### src/rtl/cbe_pkg.sv
// ----------------------------------------------------------------------------
// Code 39 bar encoder package
// Payload types, queue entry, configuration bundle and the symbol tables.
// ----------------------------------------------------------------------------
`timescale 1ns / 1ps
`default_nettype none

package cbe_pkg;

   localparam int QUEUE_DEPTH = 2;
   localparam int QUEUE_PTR_W = $clog2(QUEUE_DEPTH);
   localparam int QUEUE_CNT_W = $clog2(QUEUE_DEPTH + 1);

   localparam logic [5:0] STAR_IDX    = 6'd43;
   localparam logic [5:0] INVALID_IDX = 6'd63;
   localparam logic [3:0] ELEM_LAST   = 4'd8;
   localparam logic [3:0] GAP_WIDTH   = 4'd1;

   localparam logic [3:0] WIDE_RESET   = 4'd3;
   localparam logic [3:0] NARROW_RESET = 4'd1;

   localparam logic CSR_WIDE_WIDTH   = 1'b0;
   localparam logic CSR_NARROW_WIDTH = 1'b1;

   typedef struct packed {
      logic [7:0] symbol;
      logic       end_of_message;
   } req_type;

   typedef struct packed {
      logic       is_bar;
      logic [3:0] width;
      logic       bad_symbol;
      logic       last;
   } rsp_type;

   typedef struct packed {
      logic [3:0] wide_width;
      logic [3:0] narrow_width;
   } cfg_type;

   // One classified character waiting for the element sequencer.
   typedef struct packed {
      logic [5:0] idx;
      logic       bad;
      logic       need_start;
      logic       eom;
   } entry_type;

   // Maps an ASCII code to its pattern index; INVALID_IDX when not encodable.
   function automatic logic [5:0] char_index(input logic [7:0] sym);
      logic [5:0] idx;
      idx = INVALID_IDX;
      if (sym >= 8'h30 && sym <= 8'h39) begin
         idx = 6'(sym - 8'h30);
      end else if (sym >= 8'h41 && sym <= 8'h5A) begin
         idx = 6'(sym - 8'h37);
      end else begin
         case (sym)
            8'h2D: idx = 6'd36;
            8'h2E: idx = 6'd37;
            8'h20: idx = 6'd38;
            8'h24: idx = 6'd39;
            8'h2F: idx = 6'd40;
            8'h2B: idx = 6'd41;
            8'h25: idx = 6'd42;
            default: idx = INVALID_IDX;
         endcase
      end
      return idx;
   endfunction

   // Nine-element pattern, element 0 in the top bit; a 1 marks a wide element.
   function automatic logic [8:0] pattern(input logic [5:0] idx);
      logic [8:0] p;
      case (idx)
         6'd0:  p = 9'b000110100;
         6'd1:  p = 9'b100100001;
         6'd2:  p = 9'b001100001;
         6'd3:  p = 9'b101100000;
         6'd4:  p = 9'b000110001;
         6'd5:  p = 9'b100110000;
         6'd6:  p = 9'b001110000;
         6'd7:  p = 9'b000100101;
         6'd8:  p = 9'b100100100;
         6'd9:  p = 9'b001100100;
         6'd10: p = 9'b100001001;
         6'd11: p = 9'b001001001;
         6'd12: p = 9'b101001000;
         6'd13: p = 9'b000011001;
         6'd14: p = 9'b100011000;
         6'd15: p = 9'b001011000;
         6'd16: p = 9'b000001101;
         6'd17: p = 9'b100001100;
         6'd18: p = 9'b001001100;
         6'd19: p = 9'b000011100;
         6'd20: p = 9'b100000011;
         6'd21: p = 9'b001000011;
         6'd22: p = 9'b101000010;
         6'd23: p = 9'b000010011;
         6'd24: p = 9'b100010010;
         6'd25: p = 9'b001010010;
         6'd26: p = 9'b000000111;
         6'd27: p = 9'b100000110;
         6'd28: p = 9'b001000110;
         6'd29: p = 9'b000010110;
         6'd30: p = 9'b110000001;
         6'd31: p = 9'b011000001;
         6'd32: p = 9'b111000000;
         6'd33: p = 9'b010010001;
         6'd34: p = 9'b110010000;
         6'd35: p = 9'b011010000;
         6'd36: p = 9'b010000101;
         6'd37: p = 9'b110000100;
         6'd38: p = 9'b011000100;
         6'd39: p = 9'b010101000;
         6'd40: p = 9'b010100010;
         6'd41: p = 9'b010001010;
         6'd42: p = 9'b000101010;
         6'd43: p = 9'b010010100;
         default: p = 9'b000000000;
      endcase
      return p;
   endfunction

endpackage

`default_nettype wire

### src/rtl/code39_bar_encoder_unit.sv
// Code 39 bar encoder unit: each accepted character becomes a stream of bar and
// space elements, one element per cycle on the response channel while it is not
// stalled. A character yields nine elements and a one-module gap; the first
// character of a message adds the start symbol and gap, and a character marked
// end of message adds the stop symbol. A bad character yields a single response.
// The element sequencer produces one element per cycle unless the response
// channel stalls; a two-entry queue lets the next character be accepted while
// the current one is still being emitted.
// ----------------------------------------------------------------------------
// Code 39 bar encoder unit
// Top level: configuration registers, front end, entry queue and sequencer.
// ----------------------------------------------------------------------------
`timescale 1ns / 1ps
`default_nettype none

module code39_bar_encoder_unit (
   input  wire logic             clock,
   input  wire logic             reset,
   input  wire logic             req_valid,
   output logic                  req_ready,
   input  wire cbe_pkg::req_type req_payload,
   output logic                  rsp_valid,
   input  wire logic             rsp_ready,
   output cbe_pkg::rsp_type      rsp_payload,
   input  wire logic             csr_write_enable,
   input  wire logic             csr_index,
   input  wire logic [3:0]       csr_data
);

   cbe_pkg::cfg_type   cfg_ff, cfg_in;
   logic               q_push, q_full, q_pop, q_valid;
   cbe_pkg::entry_type q_entry, q_head;

   always_comb begin
      cfg_in = cfg_ff;
      if (csr_write_enable) begin
         case (csr_index)
            cbe_pkg::CSR_WIDE_WIDTH:   cfg_in.wide_width   = csr_data;
            cbe_pkg::CSR_NARROW_WIDTH: cfg_in.narrow_width = csr_data;
            default:                   cfg_in = cfg_ff;
         endcase
      end
   end

   always_ff @(posedge clock) begin
      if (reset) begin
         cfg_ff.wide_width   <= cbe_pkg::WIDE_RESET;
         cfg_ff.narrow_width <= cbe_pkg::NARROW_RESET;
      end else begin
         cfg_ff <= cfg_in;
      end
   end

   cbe_front u_front (
      .clock       (clock),
      .reset       (reset),
      .req_valid   (req_valid),
      .req_ready   (req_ready),
      .req_payload (req_payload),
      .q_full      (q_full),
      .q_push      (q_push),
      .q_entry     (q_entry)
   );

   cbe_queue u_queue (
      .clock      (clock),
      .reset      (reset),
      .push       (q_push),
      .push_data  (q_entry),
      .full       (q_full),
      .pop        (q_pop),
      .head_valid (q_valid),
      .head       (q_head)
   );

   cbe_back u_back (
      .clock       (clock),
      .reset       (reset),
      .cfg         (cfg_ff),
      .q_valid     (q_valid),
      .q_head      (q_head),
      .q_pop       (q_pop),
      .rsp_valid   (rsp_valid),
      .rsp_ready   (rsp_ready),
      .rsp_payload (rsp_payload)
   );

endmodule

`default_nettype wire

### src/rtl/cbe_queue.sv
// ----------------------------------------------------------------------------
// Code 39 bar encoder entry queue
// Short FIFO of classified characters between the front and the sequencer.
// ----------------------------------------------------------------------------
`timescale 1ns / 1ps
`default_nettype none

module cbe_queue (
   input  wire logic               clock,
   input  wire logic               reset,
   input  wire logic               push,
   input  wire cbe_pkg::entry_type push_data,
   output logic                    full,
   input  wire logic               pop,
   output logic                    head_valid,
   output cbe_pkg::entry_type      head
);

   cbe_pkg::entry_type                 mem_ff [cbe_pkg::QUEUE_DEPTH];
   logic [cbe_pkg::QUEUE_PTR_W-1:0]    wr_ptr_ff, wr_ptr_in;
   logic [cbe_pkg::QUEUE_PTR_W-1:0]    rd_ptr_ff, rd_ptr_in;
   logic [cbe_pkg::QUEUE_CNT_W-1:0]    count_ff, count_in;

   assign full       = (count_ff == cbe_pkg::QUEUE_CNT_W'(cbe_pkg::QUEUE_DEPTH));
   assign head_valid = (count_ff != '0);
   assign head       = mem_ff[rd_ptr_ff];

   always_comb begin
      wr_ptr_in = wr_ptr_ff;
      rd_ptr_in = rd_ptr_ff;
      count_in  = count_ff;
      if (push) begin
         wr_ptr_in = (wr_ptr_ff == cbe_pkg::QUEUE_PTR_W'(cbe_pkg::QUEUE_DEPTH - 1))
                     ? '0 : wr_ptr_ff + 1'b1;
      end
      if (pop) begin
         rd_ptr_in = (rd_ptr_ff == cbe_pkg::QUEUE_PTR_W'(cbe_pkg::QUEUE_DEPTH - 1))
                     ? '0 : rd_ptr_ff + 1'b1;
      end
      if (push && !pop) begin
         count_in = count_ff + 1'b1;
      end else if (pop && !push) begin
         count_in = count_ff - 1'b1;
      end
   end

   always_ff @(posedge clock) begin
      if (reset) begin
         wr_ptr_ff <= '0;
         rd_ptr_ff <= '0;
         count_ff  <= '0;
      end else begin
         wr_ptr_ff <= wr_ptr_in;
         rd_ptr_ff <= rd_ptr_in;
         count_ff  <= count_in;
      end
   end

   always_ff @(posedge clock) begin
      if (push) begin
         mem_ff[wr_ptr_ff] <= push_data;
      end
   end

endmodule

`default_nettype wire

### src/rtl/cbe_front.sv
// ----------------------------------------------------------------------------
// Code 39 bar encoder front end
// Accepts characters, classifies them and tracks whether a message is open.
// ----------------------------------------------------------------------------
`timescale 1ns / 1ps
`default_nettype none

module cbe_front (
   input  wire logic             clock,
   input  wire logic             reset,
   input  wire logic             req_valid,
   output logic                  req_ready,
   input  wire cbe_pkg::req_type req_payload,
   input  wire logic             q_full,
   output logic                  q_push,
   output cbe_pkg::entry_type    q_entry
);

   logic       message_open_ff, message_open_in;
   logic [5:0] idx;

   assign req_ready = !q_full;
   assign q_push    = req_valid && req_ready;

   always_comb begin
      idx                = cbe_pkg::char_index(req_payload.symbol);
      q_entry.idx        = idx;
      q_entry.bad        = (idx == cbe_pkg::INVALID_IDX);
      q_entry.need_start = !message_open_ff;
      q_entry.eom        = req_payload.end_of_message;

      // A bad character leaves the message state alone.
      message_open_in = message_open_ff;
      if (q_push && !q_entry.bad) begin
         message_open_in = !req_payload.end_of_message;
      end
   end

   always_ff @(posedge clock) begin
      if (reset) begin
         message_open_ff <= 1'b0;
      end else begin
         message_open_ff <= message_open_in;
      end
   end

endmodule

`default_nettype wire

### src/rtl/cbe_back.sv
// ----------------------------------------------------------------------------
// Code 39 bar encoder element sequencer
// Walks each queued character through start, gaps, symbol and stop elements or one bad response.
// ----------------------------------------------------------------------------
`timescale 1ns / 1ps
`default_nettype none

module cbe_back (
   input  wire logic               clock,
   input  wire logic               reset,
   input  wire cbe_pkg::cfg_type   cfg,
   input  wire logic               q_valid,
   input  wire cbe_pkg::entry_type q_head,
   output logic                    q_pop,
   output logic                    rsp_valid,
   input  wire logic               rsp_ready,
   output cbe_pkg::rsp_type        rsp_payload
);

   typedef enum logic [6:0] {
      PH_IDLE  = 7'b0000001,
      PH_BAD   = 7'b0000010,
      PH_START = 7'b0000100,
      PH_GAP1  = 7'b0001000,
      PH_CHAR  = 7'b0010000,
      PH_GAP2  = 7'b0100000,
      PH_STOP  = 7'b1000000
   } phase_type;

   phase_type          phase_ff, phase_in;
   logic [3:0]         cnt_ff, cnt_in;
   cbe_pkg::entry_type ent_ff, ent_in;
   logic               rsp_valid_ff, rsp_valid_in;
   cbe_pkg::rsp_type   rsp_data_ff, rsp_data_in;

   phase_type          cur_phase, next_phase;
   cbe_pkg::entry_type cur_ent;
   logic [3:0]         cur_cnt, next_cnt;
   logic               idle, fire, elem_wide;
   logic [8:0]         pat;
   logic [3:0]         width_sel;
   cbe_pkg::rsp_type   res;

   assign rsp_valid   = rsp_valid_ff;
   assign rsp_payload = rsp_data_ff;

   always_comb begin
      idle = (phase_ff == PH_IDLE);

      // When idle, the head of the queue is worked on directly so no cycle is lost.
      if (idle) begin
         cur_ent = q_head;
         cur_cnt = '0;
         if (q_head.bad) begin
            cur_phase = PH_BAD;
         end else if (q_head.need_start) begin
            cur_phase = PH_START;
         end else begin
            cur_phase = PH_CHAR;
         end
      end else begin
         cur_ent   = ent_ff;
         cur_cnt   = cnt_ff;
         cur_phase = phase_ff;
      end

      fire  = (!idle || q_valid) && (!rsp_valid_ff || rsp_ready);
      q_pop = fire && idle;

      pat       = cbe_pkg::pattern((cur_phase == PH_CHAR) ? cur_ent.idx : cbe_pkg::STAR_IDX);
      elem_wide = pat[cbe_pkg::ELEM_LAST - cur_cnt];
      width_sel = elem_wide ? cfg.wide_width : cfg.narrow_width;

      res        = '0;
      next_phase = cur_phase;
      next_cnt   = cur_cnt + 1'b1;

      case (cur_phase)
         PH_BAD: begin
            res.bad_symbol = 1'b1;
            res.last       = 1'b1;
            next_phase     = PH_IDLE;
            next_cnt       = '0;
         end
         PH_START: begin
            res.is_bar = ~cur_cnt[0];
            res.width  = width_sel;
            if (cur_cnt == cbe_pkg::ELEM_LAST) begin
               next_phase = PH_GAP1;
               next_cnt   = '0;
            end
         end
         PH_GAP1: begin
            res.width  = cbe_pkg::GAP_WIDTH;
            next_phase = PH_CHAR;
            next_cnt   = '0;
         end
         PH_CHAR: begin
            res.is_bar = ~cur_cnt[0];
            res.width  = width_sel;
            if (cur_cnt == cbe_pkg::ELEM_LAST) begin
               next_phase = PH_GAP2;
               next_cnt   = '0;
            end
         end
         PH_GAP2: begin
            res.width  = cbe_pkg::GAP_WIDTH;
            res.last   = !cur_ent.eom;
            next_phase = cur_ent.eom ? PH_STOP : PH_IDLE;
            next_cnt   = '0;
         end
         PH_STOP: begin
            res.is_bar = ~cur_cnt[0];
            res.width  = width_sel;
            if (cur_cnt == cbe_pkg::ELEM_LAST) begin
               res.last   = 1'b1;
               next_phase = PH_IDLE;
               next_cnt   = '0;
            end
         end
         default: begin
            next_phase = PH_IDLE;
            next_cnt   = '0;
         end
      endcase

      phase_in     = fire ? next_phase : phase_ff;
      cnt_in       = fire ? next_cnt : cnt_ff;
      ent_in       = q_pop ? q_head : ent_ff;
      rsp_data_in  = fire ? res : rsp_data_ff;
      rsp_valid_in = fire ? 1'b1 : (rsp_valid_ff && !rsp_ready);
   end

   always_ff @(posedge clock) begin
      if (reset) begin
         phase_ff     <= PH_IDLE;
         cnt_ff       <= '0;
         rsp_valid_ff <= 1'b0;
      end else begin
         phase_ff     <= phase_in;
         cnt_ff       <= cnt_in;
         rsp_valid_ff <= rsp_valid_in;
      end
   end

   always_ff @(posedge clock) begin
      ent_ff      <= ent_in;
      rsp_data_ff <= rsp_data_in;
   end

endmodule

`default_nettype wire

### config.mk
export PLATFORM = sky130hd
export DESIGN_NAME = code39_bar_encoder_unit
export DESIGN_NICKNAME = d
export VERILOG_FILES = /design/src/rtl/cbe_pkg.sv /design/src/rtl/code39_bar_encoder_unit.sv /design/src/rtl/cbe_queue.sv /design/src/rtl/cbe_front.sv /design/src/rtl/cbe_back.sv
export SDC_FILE = /design/constraint.sdc
export NUM_CORES = 1
export LEC_CHECK = 0
export BUFFER_PORTS_ARGS = -buffer_cell sky130_fd_sc_hd__buf_2
export CORE_ASPECT_RATIO = 0.5
export CORE_UTILIZATION = 40
export DETAILED_ROUTE_END_ITERATION = 12
export SLEW_MARGIN = 20
export SYNTH_ARGS = -nofsm -noshare
export SYNTH_HDL_FRONTEND = slang
export SYNTH_SLANG_ARGS = --single-unit
### constraint.sdc
create_clock -name clock -period 4.7 [get_ports clock]
set_input_delay 0 -clock clock [delete_from_list [all_inputs] [get_ports clock]]
set_output_delay 0 -clock clock [all_outputs]
set_load 0.02 [all_outputs]
; After elaboration in Yosys (flattened, before gate mapping)
; Memories as Yosys holds them, arrays and structs flattened. A register that Yosys moved wholly into a read port is not among the register bits.
; Index checks and enable logic that the tools add are counted.
[totals]
register_bits = 41
mem_bits_rw = 18
romBits = 576
in_bits = 19
output_inout_bits = 9
memories = 2
[mem_list]
columns = name, words, word_bits, read_ports, rd_clocked_by_memory_dff, write_ports, line_no
row1 = (name not given), 64, 9, 1, 0, 0, cbe_pkg.sv:76  ; case (idx)
row2 = u_queue.mem_ff, 2, 9, 1, 1, 1, cbe_queue.sv:19  ; cbe_pkg::entry_type mem_ff [cbe_pkg::QUEUE_DEPTH];
[op_classes]
n_addsub = 8
magnitude_cmp = 5
n_eq_ne = 17
n_mux = 32
bitwise = 2
reduce_logical = 27
[ops]
columns = operator, n
row1 = $eq 8x6->1 const B, 7
row2 = $mux 7, 6
row3 = $pmux 5 s7, 1
row4 = $pmux 7 s5, 1
row5 = $mux 6, 3
row6 = $mux 4, 4
row7 = $sub 6x6->6 const B, 2
row8 = $logic_not 1->1, 10
row9 = $mux 1, 10
row10 = $logic_and 1x1->1, 9
row11 = $mux 9, 1
row12 = $ge 8x6->1 const B, 1
row13 = $ge 8x7->1 const B, 1
row14 = $le 8x6->1 const B, 1
row15 = $le 8x7->1 const B, 1
row16 = $pmux 4 s2, 1
row17 = $eq 7x1->1 const B, 1
row18 = $eq 7x2->1 const B, 1
row19 = $eq 7x3->1 const B, 1
row20 = $eq 7x4->1 const B, 1
row21 = $eq 7x5->1 const B, 1
row22 = $eq 7x6->1 const B, 1
row23 = $eq 7x7->1 const B, 1
row24 = $eq 6x6->1 const B, 1
row25 = 18 further kinds, 24

; Logic depth before layout (Yosys ltp)
; Gate-level depths: netlist of the first run.
; An unclocked memory read counts as a cell.
[depth]
word_depth = 10
depth_mapped = 18
mapped_depth_nobuf = 16

; Modules after synthesis
; A second synthesis of the first run with hierarchy kept.
[unflattened]
hier_cells = 537
hier_area_um2 = 4642.0
[by_module_without_submodules]
columns = module, n_inst, cells_each, area_per_inst_um2, seq_area_each_um2
row1 = cbe_back, 1, 364, 2776.4, 660.6
row2 = cbe_queue, 1, 50, 857.1, 640.6
row3 = cbe_front, 1, 90, 661.9, 20.0
row4 = code39_bar_encoder_unit, 1, 33, 346.6, 160.2

; Worst setup path after synthesis of the first run
; Ideal clock, no wire load.
[synth_path]
path_type = reg-to-reg
start = register u_back.phase_ff[6]
end = register u_back.rsp_data_ff (netlist bit u_back.rsp_payload[2]), data pin
setup_ns = 0.265
t_arrival_ns = 3.564
required_ns = 4.435
path_slack_ns = 0.871
path_stages_with_launch = 18
synth_period_minus_slack_ns = 3.829
cell_sequence = dfxtp_1 -> buf_6 -> or4b_1 -> buf_6 -> nor2_8 -> buf_2 -> mux2_2 -> nand2b_1 -> ha_1 -> nor2b_1 -> o21ai_0 -> a21oi_1 -> a311o_1 -> a221oi_1 -> o31a_1 -> o21ai_0 -> o21ai_0 -> nand3_1
[synth_rtl]
columns = element, line_no
row1 = start: declaration, cbe_back.sv:30  ; phase_type phase_ff, phase_in;
row2 = start signal: assignment, cbe_back.sv:140  ; phase_ff <= phase_in;
row3 = end signal: assignment, cbe_back.sv:148  ; rsp_data_ff <= rsp_data_in;
row4 = end: declaration, cbe_back.sv:34  ; cbe_pkg::rsp_type rsp_data_ff, rsp_data_in;

==> metrics.txt, run 1 <==
area leader, netlist edfxtp_1; Static Leakage ~2.0 nW; Cell Area, Synth about 4400 µm²; Setup WS pre-CTS between 0.4 and 0.5 ns; xor/xnor share of the synthesized area 0.01383; post-synthesis mux area share 0.03979; htree depth 3; critical path class reg2reg; Sink Count between 50 and 60; Starting Density 0.4233; top area cells in the synthesized netlist edfxtp_1, dfxtp_1, ha_1; commonest cells in the netlist a21oi_1, nand2_1, nor2_1, inv_1, edfxtp_1; worst reg2reg path endpoint u_back.rsp_payload[2]; violation count after the first detailed-route iteration 373; WP data required ~4.8 ns; Post-synth EDFFs 32; total global-route track usage 0.2213; Vias slightly above 4000; largest net degree at the start of global routing 27; post-synthesis compound-gate area fraction 0.2342; Top Ports 28; Clk Latency, worst-skew pair ~0.33 ns; layout cell share with drive strength beyond 1 0.1272; Congestion Overflow GR 0; Peak VDD IR 0.0002139 V; Port Buffers 27; Avg WL per Cell between 15 and 20 µm; Final Cycle Share 0.9275; Core Rows 26; Reg2Reg Setup Slack around 0.34 ns; endpoints failing hold 0; footprint of the multi-input gates between 2000 and 3000 µm²; Fmax achieved around 230 MHz; FILL cells between 1000 and 1500; worst hold start req_valid; top cell type's share of synthesized area 0.2167; Synth warnings 0; worst reg2reg path startpoint u_back.phase_ff[5]; area grow syn2layout 15.27%; Post-synth top flop edfxtp_1; largest family of logic cells by synthesized area simple AND/OR/NAND/NOR gates; # diodes 0; GPL Wtd Cong between 1 and 1.5; Syn Nets ~570; Critical Path AT between 4 and 5 ns; Finished Layout Cells around 700; Adder-Cell Fraction of Synth Area 0.06772; #FFs+latches synth between 50 and 60; DRC 0; Post-Synthesis Cells 522; power per cell area about 570 nW/µm²; sequential-to-total area share from yosys stat 0.3341; Inst Count DP between 600 and 700; Worst Hold End u_queue.wr_ptr_ff; post-synth cell types 73; register area ~1500 µm²; nets@finish roughly 600; FF-to-FF path depth 14; Setup crit end kind flop; Antenna Nets Post-Route 0; core area between 10000 and 15000 µm²; Sum Neg Setup Slack 0 ns; maxcap violations 0; clk_skew 0.008409 ns; Via density just under 6; DP HPWL around 9.1 mm; postcts setup bufs 0; unrepaired setup endpoints after global routing no; CTS tree built; critical path peak fanout 11; hold path depth 4; crit start category flop; simple-gate share of the synthesized area 0.2534; Post-Syn Area per Cell around 8.5 µm²; Slew Viols, Final 0; worst min path class in2reg; root buf cell clkbuf_16; clock-pin slew on the worst setup and hold paths around 0.050 ns; final count of negative-setup-slack endpoints 0; area post-placement roughly 4700 µm²; number of CTS-inserted buffers 9; relative slew slack 0.4706; CTS max path bufs 2; vias in the first global route roughly 3700; first-pass GRT wire length approximately 20 mm; setup ws final around 0.34 ns; Slew @ Worst Pin ~0.79 ns; Tmin final about 4.4 ns; final wirelength approximately 12 mm; fin area between 5000 and 6000 µm²; initial antenna violation count 0; Die Width approximately 150 µm; TritonRoute pass-1 iters 5; asr flop ratio synth 0; die area around 12000 µm²; Die H 76.45 µm; status complete, no violations
-- sequential cells by signal, summed over array words and instances, names as in the netlist, named ones only --
signal	count
u_queue.count_ff	2
u_back.rsp_valid	1
u_back.rsp_payload	7
u_queue.mem_ff	18
u_back.cnt_ff	4
u_queue.wr_ptr_ff	1
u_queue.rd_ptr_ff	1
u_back.ent_ff	7
cfg_ff	8
u_front.message_open_ff	1
u_back.phase_ff	7
-- stage by stage --
stage / hold slack (ns) / power [W] / utilization
3_3_place_gp: 0.2149 / 0.002164 / 0.4478
3_5_place_dp: 0.2231 / 0.002139 / 0.4478
2_1_floorplan: 0.09561 / 0.001763 / -
6_report: 0.08361 / 0.002901 / 0.4879
5_1_grt: 0.1554 / 0.003074 / 0.4879
4_1_cts: 0.07320 / 0.002875 / 0.4879
-- worst max-delay path: stages (launching register included) --
cell and delay [ns]:
dfxtp_1 0.41, or4b_1 0.79, nor2_8 0.17, mux2_2 0.37, nand2b_1 0.27, ha_1 0.49, nor2b_1 0.07, o21ai_0 0.14
a21oi_1 0.09, a311o_1 0.34, a221oi_1 0.27, o31a_1 0.19, o21ai_0 0.17, o21ai_0 0.22, nand3_1 0.09
-- cell type report --
cell class | count | area share
clock buffer | 12 | 0.05018
clock inverter | 4 | 0.01444
inverter | 35 | 0.02570
multi-input combinational | 404 | 0.5283
sequential | 58 | 0.2898
tap | 140 | 0.03427
timing repair buffer | 45 | 0.05728
-- how the worst max path moves through the flow --
stage | start | depth (start not counted) | end | slack (ns)
2_1_floorplan | u_back.phase_ff[6] | 17 | u_back.rsp_payload[2] | 0.87
3_3_place_gp | u_back.phase_ff[5] | 14 | u_back.rsp_payload[2] | 0.53
3_5_place_dp | u_back.phase_ff[5] | 14 | u_back.rsp_payload[2] | 0.43
4_1_cts | u_back.phase_ff[5] | 14 | u_back.rsp_payload[2] | 0.40
5_1_grt | u_back.phase_ff[5] | 14 | u_back.rsp_payload[3] | 0.09
6_report | u_back.phase_ff[5] | 14 | u_back.rsp_payload[2] | 0.34
-- cell usage in the layout (no fill, tap or decap), types with 5 or more instances in the layout --
cell,instances
dlygate4sd3_1,9
dfxtp_1,26
nand3_1,18
o211ai_1,7
nor4b_1,5
ha_1,24
nand3b_1,8
mux2_2,5
a21oi_1,38
clkbuf_16,9
or2_2,5
mux2i_1,12
inv_1,34
nand2b_1,16
nor3_1,20
or3_1,8
and3_1,5
nor2b_1,6
nor2_1,37
nand2_1,38
a22oi_1,6
o21ai_0,29
nor3b_1,5
a211oi_1,10
a31oi_1,7
edfxtp_1,32
buf_4,9
nand4_1,11
a21o_1,5
a211o_1,5
buf_2,27
-- kinds of logic after synthesis --
family / after synthesis
AND/OR/NAND/NOR: 202
AO/OA/AOI/OAI: 154
buffers and inverters: 60
flip-flops: 58
adder cells (fa/ha/maj): 24
multiplexers: 17
XOR/XNOR: 7
-- what timing repair did --
item                                    CTS  global route
hold endpoints to repair                 11             0
resized for setup                         0             0
endpoints found under the setup margin    0             0
hold buffers                              9             0
-- metal layers --
metal | GRT usage | part of all wire | vias to the layer above
met5 | 0 | 0 | -
li1 | - | - | 2028
met1 | 0.3189 | 0.49 | 1897
met3 | 0.06347 | 0.082 | 15
met4 | 0.07400 | 0.014 | 0
met2 | 0.3115 | 0.41 | 180
-- report_power, final --
group	internal [W]	switching [W]	leakage [nW]
registers	0.000693	0.000110	0.498
logic	0.000475	0.000904	1.31
clock network	0.000492	0.000226	0.163
No activity file was read; power rests on OpenSTA's default activity.
==> run 2, diff against run 1 <==
--- a/config.mk
+++ b/config.mk
@@ -5,10 +5,10 @@
 export SDC_FILE = /design/constraint.sdc
 export NUM_CORES = 1
 export LEC_CHECK = 0
-export BUFFER_PORTS_ARGS = -buffer_cell sky130_fd_sc_hd__buf_2
-export CORE_ASPECT_RATIO = 0.5
+export CORE_ASPECT_RATIO = 0.8
 export CORE_UTILIZATION = 40
 export DETAILED_ROUTE_END_ITERATION = 12
+export DONT_BUFFER_PORTS = 1
 export SLEW_MARGIN = 20
 export SYNTH_ARGS = -nofsm -noshare
 export SYNTH_HDL_FRONTEND = slang
==> metrics.txt, run 2 (synthesis results as in run 1) <==
switch share 0.4341 (was 0.4274); worst reg2reg path startpoint u_back.phase_ff[5] (unchanged); power per cell area 564.8 nW/µm² (was 567.5 nW/µm²); GPL Wtd Cong 0.9618 (was 1.003); violation count after the first detailed-route iteration 572 (was 373); most frequent cells in the layout nand2_1, a21oi_1, nor2_1, inv_1, edfxtp_1 (unchanged); final wirelength 12.84 mm (was 12.25 mm); Sink Count 58 (unchanged); total global-route track usage 0.2273 (was 0.2213); CP peak stage delay 0.66 ns (was 0.79 ns); footprint of the multi-input gates 2704 µm² (was 2700 µm²); Switching Power 0.001239 W (was 0.001240 W); FILL cells 983 (was 1004); Clk Latency, worst-skew pair 0.33 ns (about the same); Top Ports 28 (unchanged); setup ws final 0.5474 ns (was 0.3409 ns); Slew Viols, Final 0 (unchanged); Slew @ Worst Pin 0.9124 ns (was 0.7859 ns); endpoints failing hold 0 (unchanged); Die Width 119.7 µm (was 150.9 µm); Final Core Density 0.4801 (was 0.4879); Via density 6.126 (was 5.903); core area 10530 µm² (was 10480 µm²); Static Leakage 1.890 nW (was 1.969 nW); critical path class reg2reg (unchanged); worst reg2reg path endpoint u_back.rsp_payload[5] (was u_back.rsp_payload[2]); Vias 4166 (was 4120); vias in the first global route 3842 (was 3673); Congestion Overflow GR 0 (unchanged); FF-to-FF path depth 14 (unchanged); nets@finish 578 (was 596); Setup crit end kind flop (unchanged); Critical Path Source u_back.phase_ff[5] (unchanged); highest-delay cell along the critical path or4b_4 (was or4b_1); first-pass GRT wire length 20.24 mm (was 19.70 mm); worst min path class in2reg (unchanged); CTS tree built (unchanged); Cell Chain, Critical Path or4b_4, nor2_8, mux2_2, nand2b_1, ha_1, nor2b_1, o21ai_0, a21oi_1, a311o_1, a221oi_1, o31a_1, o21ai_0, o21ai_0, a21oi_1 (was or4b_1, nor2_8, mux2_2, nand2b_1, ha_1, nor2b_1, o21ai_0, a21oi_1, a311o_1, a221oi_1, o31a_1, o21ai_0, o21ai_0, nand3_1); Starting Density 0.4212 (was 0.4233); DRC 0 (unchanged); biggest regs u_queue.mem_ff (18), cfg_ff (8) (unchanged); final count of negative-setup-slack endpoints 0 (unchanged); Die H 96.17 µm (was 76.45 µm); crit path to u_back.rsp_payload[5] (was u_back.rsp_payload[2]); CTS max path bufs 2 (unchanged); most frequent CP cell o21ai_0 (unchanged); htree depth 3 (unchanged); Port Buffers 0 (was 27); crit start category flop (unchanged); Seq pwr share 0.298 (was 0.277); layout cell share with drive strength beyond 1 0.08519 (was 0.1272); Antenna Nets Post-Route 0 (unchanged); clock power share 0.246 (was 0.248); Final Cycle Share 0.8835 (was 0.9275); area grow syn2layout 14.00% (was 15.27%); unrepaired setup endpoints after global routing no (unchanged); status complete, no violations (unchanged); Tmin final 4.153 ns (was 4.359 ns); clk_skew 0.007167 ns (was 0.008409 ns); maxcap violations 0 (unchanged); max reg flops 18 (unchanged); root buf cell clkbuf_16 (unchanged); WP data required 4.76 ns (about the same); Reg2Reg Setup Slack 0.55 ns (was 0.34 ns); Avg WL per Cell 18.89 µm (was 17.54 µm); relative slew slack 0.3897 (was 0.4706); critical path peak fanout 11 (unchanged); register area 1481 µm² (unchanged); initial antenna violation count 0 (unchanged); largest net degree at the start of global routing 27 (unchanged); # diodes 0 (unchanged); number of CTS-inserted buffers 9 (unchanged); Gate power share 0.455 (was 0.475); Reg with most FFs u_queue.mem_ff (unchanged); Fmax achieved 240.8 MHz (was 229.4 MHz); DP HPWL 9.587 mm (was 9.082 mm); Core Rows 33 (was 26); die area 11510 µm² (was 11540 µm²); clock-pin slew on the worst setup and hold paths 0.05 ns (about the same); Sum Neg Setup Slack 0 ns (unchanged); Setup WS pre-CTS 0.4388 ns (was 0.4346 ns); TritonRoute pass-1 iters 6 (was 5); Int Pwr 0.001616 W (was 0.001661 W); Peak VDD IR 0.0003719 V (was 0.0002139 V); Critical Path AT 4.22 ns (was 4.42 ns)
[run 2: cell count changes in the layout (fill, tap and decap cells not counted), sizes merged]
| cell | previous run | this run |
|---|---|---|
| buf | 36 | 10 |
| clkbuf | 12 | 9 |
| clkinvlp | 0 | 2 |
| dlygate4sd3 | 9 | 17 |
| inv | 34 | 35 |
[run 2: how the worst min path moves through the flow]
stage,start,endpoint,cells past startpoint
CTS,req_payload[3],u_queue.mem_ff[1][5],2
finish,req_payload[5],u_queue.mem_ff[0][7],2
floorplan,req_payload[0],u_front.message_open_ff,1
detailed placement,reset,u_back.phase_ff[6],1
global route,req_payload[3],u_queue.mem_ff[1][5],2
global placement,reset,u_back.phase_ff[6],1
[run 2: per-stage QoR]
stage                     total power (W)  area (µm²)  cells  hold slack [ns]
final                            0.002855        5055    680          0.05885
after global routing             0.003012        5055    680          0.07003
after CTS                        0.002825        5051    680          0.04578
after detailed placement         0.002098        4563    647          0.07476
after global placement           0.002121        4563    647          0.07211
after floorplan                  0.001763        4434    522          0.09561
[run 2: final cells by class]
type	instances	area share
timing repair buffer	27	0.04851
clock buffer	9	0.04455
sequential	58	0.2931
clock inverter	7	0.01832
multi-input combinational	404	0.5349
inverter	35	0.02599
tap	140	0.03465
[run 2: repair_timing]
item | in CTS | in global routing
endpoints found under the setup margin | 0 | 1
buffers inserted | 0 | 0
endpoints found under the hold margin | 28 | 0
hold buffers | 17 | 0
gates resized for setup | 0 | 1
[run 2: power by group through the flow]
stage	Combinational [W]	Sequential [W]	Clock [W]
4_1_cts	0.00126	0.000849	0.000714
3_3_place_gp	0.00126	0.000859	0
5_1_grt	0.00141	0.000867	0.000732
6_report	0.00130	0.000852	0.000703
3_5_place_dp	0.00124	0.000858	0
2_1_floorplan	0.000961	0.000802	0
[run 2: worst max-delay path, delay by kind of cell, from the launching register on]
| family | cells | cell delay [ns] |
|---|---|---|
| adders and majority gates | 1 | 0.42 |
| and+or+nand+nor | 4 | 1.14 |
| AOI/OAI and AO/OA | 8 | 1.52 |
| muxes | 1 | 0.36 |
| DFF | 1 | 0.42 |
[run 2: routing by layer]
metal,part of all wire,GRT usage,vias to the layer above
met5,0,0,-
met2,0.41,0.3309,208
met3,0.10,0.05865,24
met4,0.014,0.07500,0
met1,0.47,0.3239,1948
li1,-,-,1986
==> run 3, diff against run 2 <==
--- a/config.mk
+++ b/config.mk
@@ -6,6 +6,7 @@
 export NUM_CORES = 1
 export LEC_CHECK = 0
 export CORE_ASPECT_RATIO = 0.8
+export CORE_MARGIN = 10
 export CORE_UTILIZATION = 40
 export DETAILED_ROUTE_END_ITERATION = 12
 export DONT_BUFFER_PORTS = 1
==> metrics.txt, run 3 (synthesis results as in run 1) <==
total global-route track usage 0.1726 (was 0.2273); Peak VDD IR 0.0004142 V (was 0.0003719 V); initial antenna violation count 0 (unchanged); Vias 4190 (was 4166); CTS max path bufs 2 (unchanged); area grow syn2layout 14.48% (was 14.00%); layout cell share with drive strength beyond 1 0.08688 (was 0.08519); Slew @ Worst Pin 1.040 ns (was 0.9124 ns); biggest regs u_queue.mem_ff (18), cfg_ff (8) (unchanged); worst hold slack 0.06889 ns (was 0.05885 ns); Reg with most FFs u_queue.mem_ff (unchanged); clock power share 0.241 (was 0.246); worst min path class in2reg (unchanged); Switching Power 0.001255 W (was 0.001239 W); Tmin final 4.354 ns (was 4.153 ns); Die Width 137.7 µm (was 119.7 µm); status complete, no violations (unchanged); nets@finish 579 (was 578); Reg2Reg Setup Slack 0.35 ns (was 0.55 ns); htree depth 3 (unchanged); endpoints failing hold 0 (unchanged); root buf cell clkbuf_16 (unchanged); switch share 0.4354 (was 0.4341); CP peak stage delay 0.82 ns (was 0.66 ns); Avg WL per Cell 19.73 µm (was 18.89 µm); most frequent cells in the layout nand2_1, a21oi_1, nor2_1, inv_1, edfxtp_1 (unchanged); Via density 6.117 (was 6.126); Die H 114.2 µm (was 96.17 µm); DRC 0 (unchanged); worst reg2reg path startpoint u_back.phase_ff[5] (unchanged); Antenna Nets Post-Route 0 (unchanged); WP data required 4.86 ns (was 4.76 ns); Sum Neg Setup Slack 0 ns (unchanged); power per cell area 567.7 nW/µm² (was 564.8 nW/µm²); Critical Path AT 4.52 ns (was 4.22 ns); DP HPWL 9.781 mm (was 9.587 mm); final count of negative-setup-slack endpoints 0 (unchanged); final wirelength 13.52 mm (was 12.84 mm); critical path peak fanout 11 (unchanged); # diodes 0 (unchanged); violation count after the first detailed-route iteration 508 (was 572); Slew Viols, Final 0 (unchanged); worst reg2reg path endpoint u_back.rsp_payload[3] (was u_back.rsp_payload[5]); Cell Chain, Critical Path or4b_1, nor2_8, mux2_2, nand2b_1, ha_1, a221oi_1, a311o_1, a221oi_1, o31a_1, o21ai_0, o21ai_0, a21oi_1 (was or4b_4, nor2_8, mux2_2, nand2b_1, ha_1, nor2b_1, o21ai_0, a21oi_1, a311o_1, a221oi_1, o31a_1, o21ai_0, o21ai_0, a21oi_1); postcts setup bufs 0 (unchanged); TritonRoute pass-1 iters 5 (was 6); GPL Wtd Cong 0.9227 (was 0.9618); Congestion Overflow GR 0 (unchanged); FF-to-FF path depth 12 (was 14); core area 10850 µm² (was 10530 µm²); Starting Density 0.4088 (was 0.4212); Sink Count 58 (unchanged); crit start category flop (unchanged); highest-delay cell along the critical path or4b_1 (was or4b_4); CTS tree built (unchanged); critical path class reg2reg (unchanged); Seq pwr share 0.299 (was 0.298); number of CTS-inserted buffers 9 (unchanged); die area 15720 µm² (was 11510 µm²); Final Cycle Share 0.9264 (was 0.8835); worst hold start req_payload[5] (unchanged); maxcap violations 0 (unchanged); Core Rows 34 (was 33); Port Buffers 0 (unchanged); Top Ports 28 (unchanged); relative slew slack 0.3045 (was 0.3897); Static Leakage 1.908 nW (was 1.890 nW); Fmax achieved 229.7 MHz (was 240.8 MHz); clk_skew 0.007560 ns (was 0.007167 ns); first-pass GRT wire length 21.65 mm (was 20.24 mm); max reg flops 18 (unchanged); Worst Hold End u_queue.mem_ff[0][7] (unchanged); unrepaired setup endpoints after global routing no (unchanged); vias in the first global route 3973 (was 3842); Clk Latency, worst-skew pair 0.32 ns (was 0.33 ns); largest net degree at the start of global routing 27 (unchanged); Gate power share 0.459 (was 0.455); hold path depth 2 (unchanged); Setup crit end kind flop (unchanged); Int Pwr 0.001627 W (was 0.001616 W); clock-pin slew on the worst setup and hold paths 0.05 ns (about the same)
## run 3: cell count changes in the layout (fill, tap and decap cells not counted), sizes merged
| cell | change |
|---|---|
| inv | -1 |
| buf | +1 |
| clkinvlp | -2 |
| bufinv | -1 |
| clkbuf | +4 |
## run 3: power by group through the flow
stage / clock network (W) / logic, W / registers, W
after floorplan: 0 / 0.000961 / 0.000802
after global placement: 0 / 0.00129 / 0.000871
after detailed placement: 0 / 0.00126 / 0.000868
after CTS: 0.000709 / 0.00129 / 0.000860
after global routing: 0.000732 / 0.00145 / 0.000873
final: 0.000696 / 0.00132 / 0.000863
## run 3: area by class of cell
class                           count  area, µm²
Fill cell                        1065       5772
Multi-Input combinational cell    404       2705
Sequential cell                    58       1481
Clock buffer                       13      281.5
Timing Repair Buffer               28      252.7
Tap cell                          144      180.2
Inverter                           35      131.4
Clock inverter                      3      43.79
## run 3: per-stage QoR
stage          total power (W)  instances  instance area (µm²)  utilization  setup slack [ns]
5_1_grt               0.003055        685                 5076       0.4679           0.03190
3_3_place_gp          0.002156        652                 4576       0.4218            0.4878
4_1_cts               0.002856        685                 5071       0.4675            0.4906
6_report              0.002882        685                 5076       0.4679            0.3460
3_5_place_dp          0.002132        652                 4576       0.4218            0.4974
2_1_floorplan         0.001763        522                 4434            -            0.8708
## run 3: how the worst max path moves through the flow
| stage | startpoint | end | slack, ns |
|---|---|---|---|
| 4_1_cts | u_back.phase_ff[5] | u_back.rsp_payload[3] | 0.49 |
| 2_1_floorplan | u_back.phase_ff[6] | u_back.rsp_payload[2] | 0.87 |
| 3_5_place_dp | u_back.phase_ff[5] | u_back.rsp_payload[2] | 0.50 |
| 5_1_grt | u_back.phase_ff[5] | u_back.rsp_payload[3] | 0.03 |
| 3_3_place_gp | u_back.phase_ff[5] | u_back.rsp_payload[4] | 0.49 |
| 6_report | u_back.phase_ff[5] | u_back.rsp_payload[3] | 0.35 |
## run 3: worst max-delay path: cells and delay by family (launching register included)
kind                     cells  cell delay (ns)
multiplexers                 1             0.36
flip-flops                   1             0.41
AO/OA/AOI/OAI                7             1.85
AND/OR/NAND/NOR              3             1.17
adder cells (fa/ha/maj)      1             0.40
## run 3: what timing repair did
action	CTS	global route
hold endpoints to repair	28	0
hold buffers	17	0
setup endpoints to repair	0	2
gates resized for setup	0	1
## run 3: metal layers
metal	global-route usage	share of wire	vias to the layer above
met5	0	0	-
met4	0.04580	0.012	0
met3	0.04912	0.088	14
met2	0.2486	0.44	183
met1	0.2454	0.46	2004
li1	-	-	1989
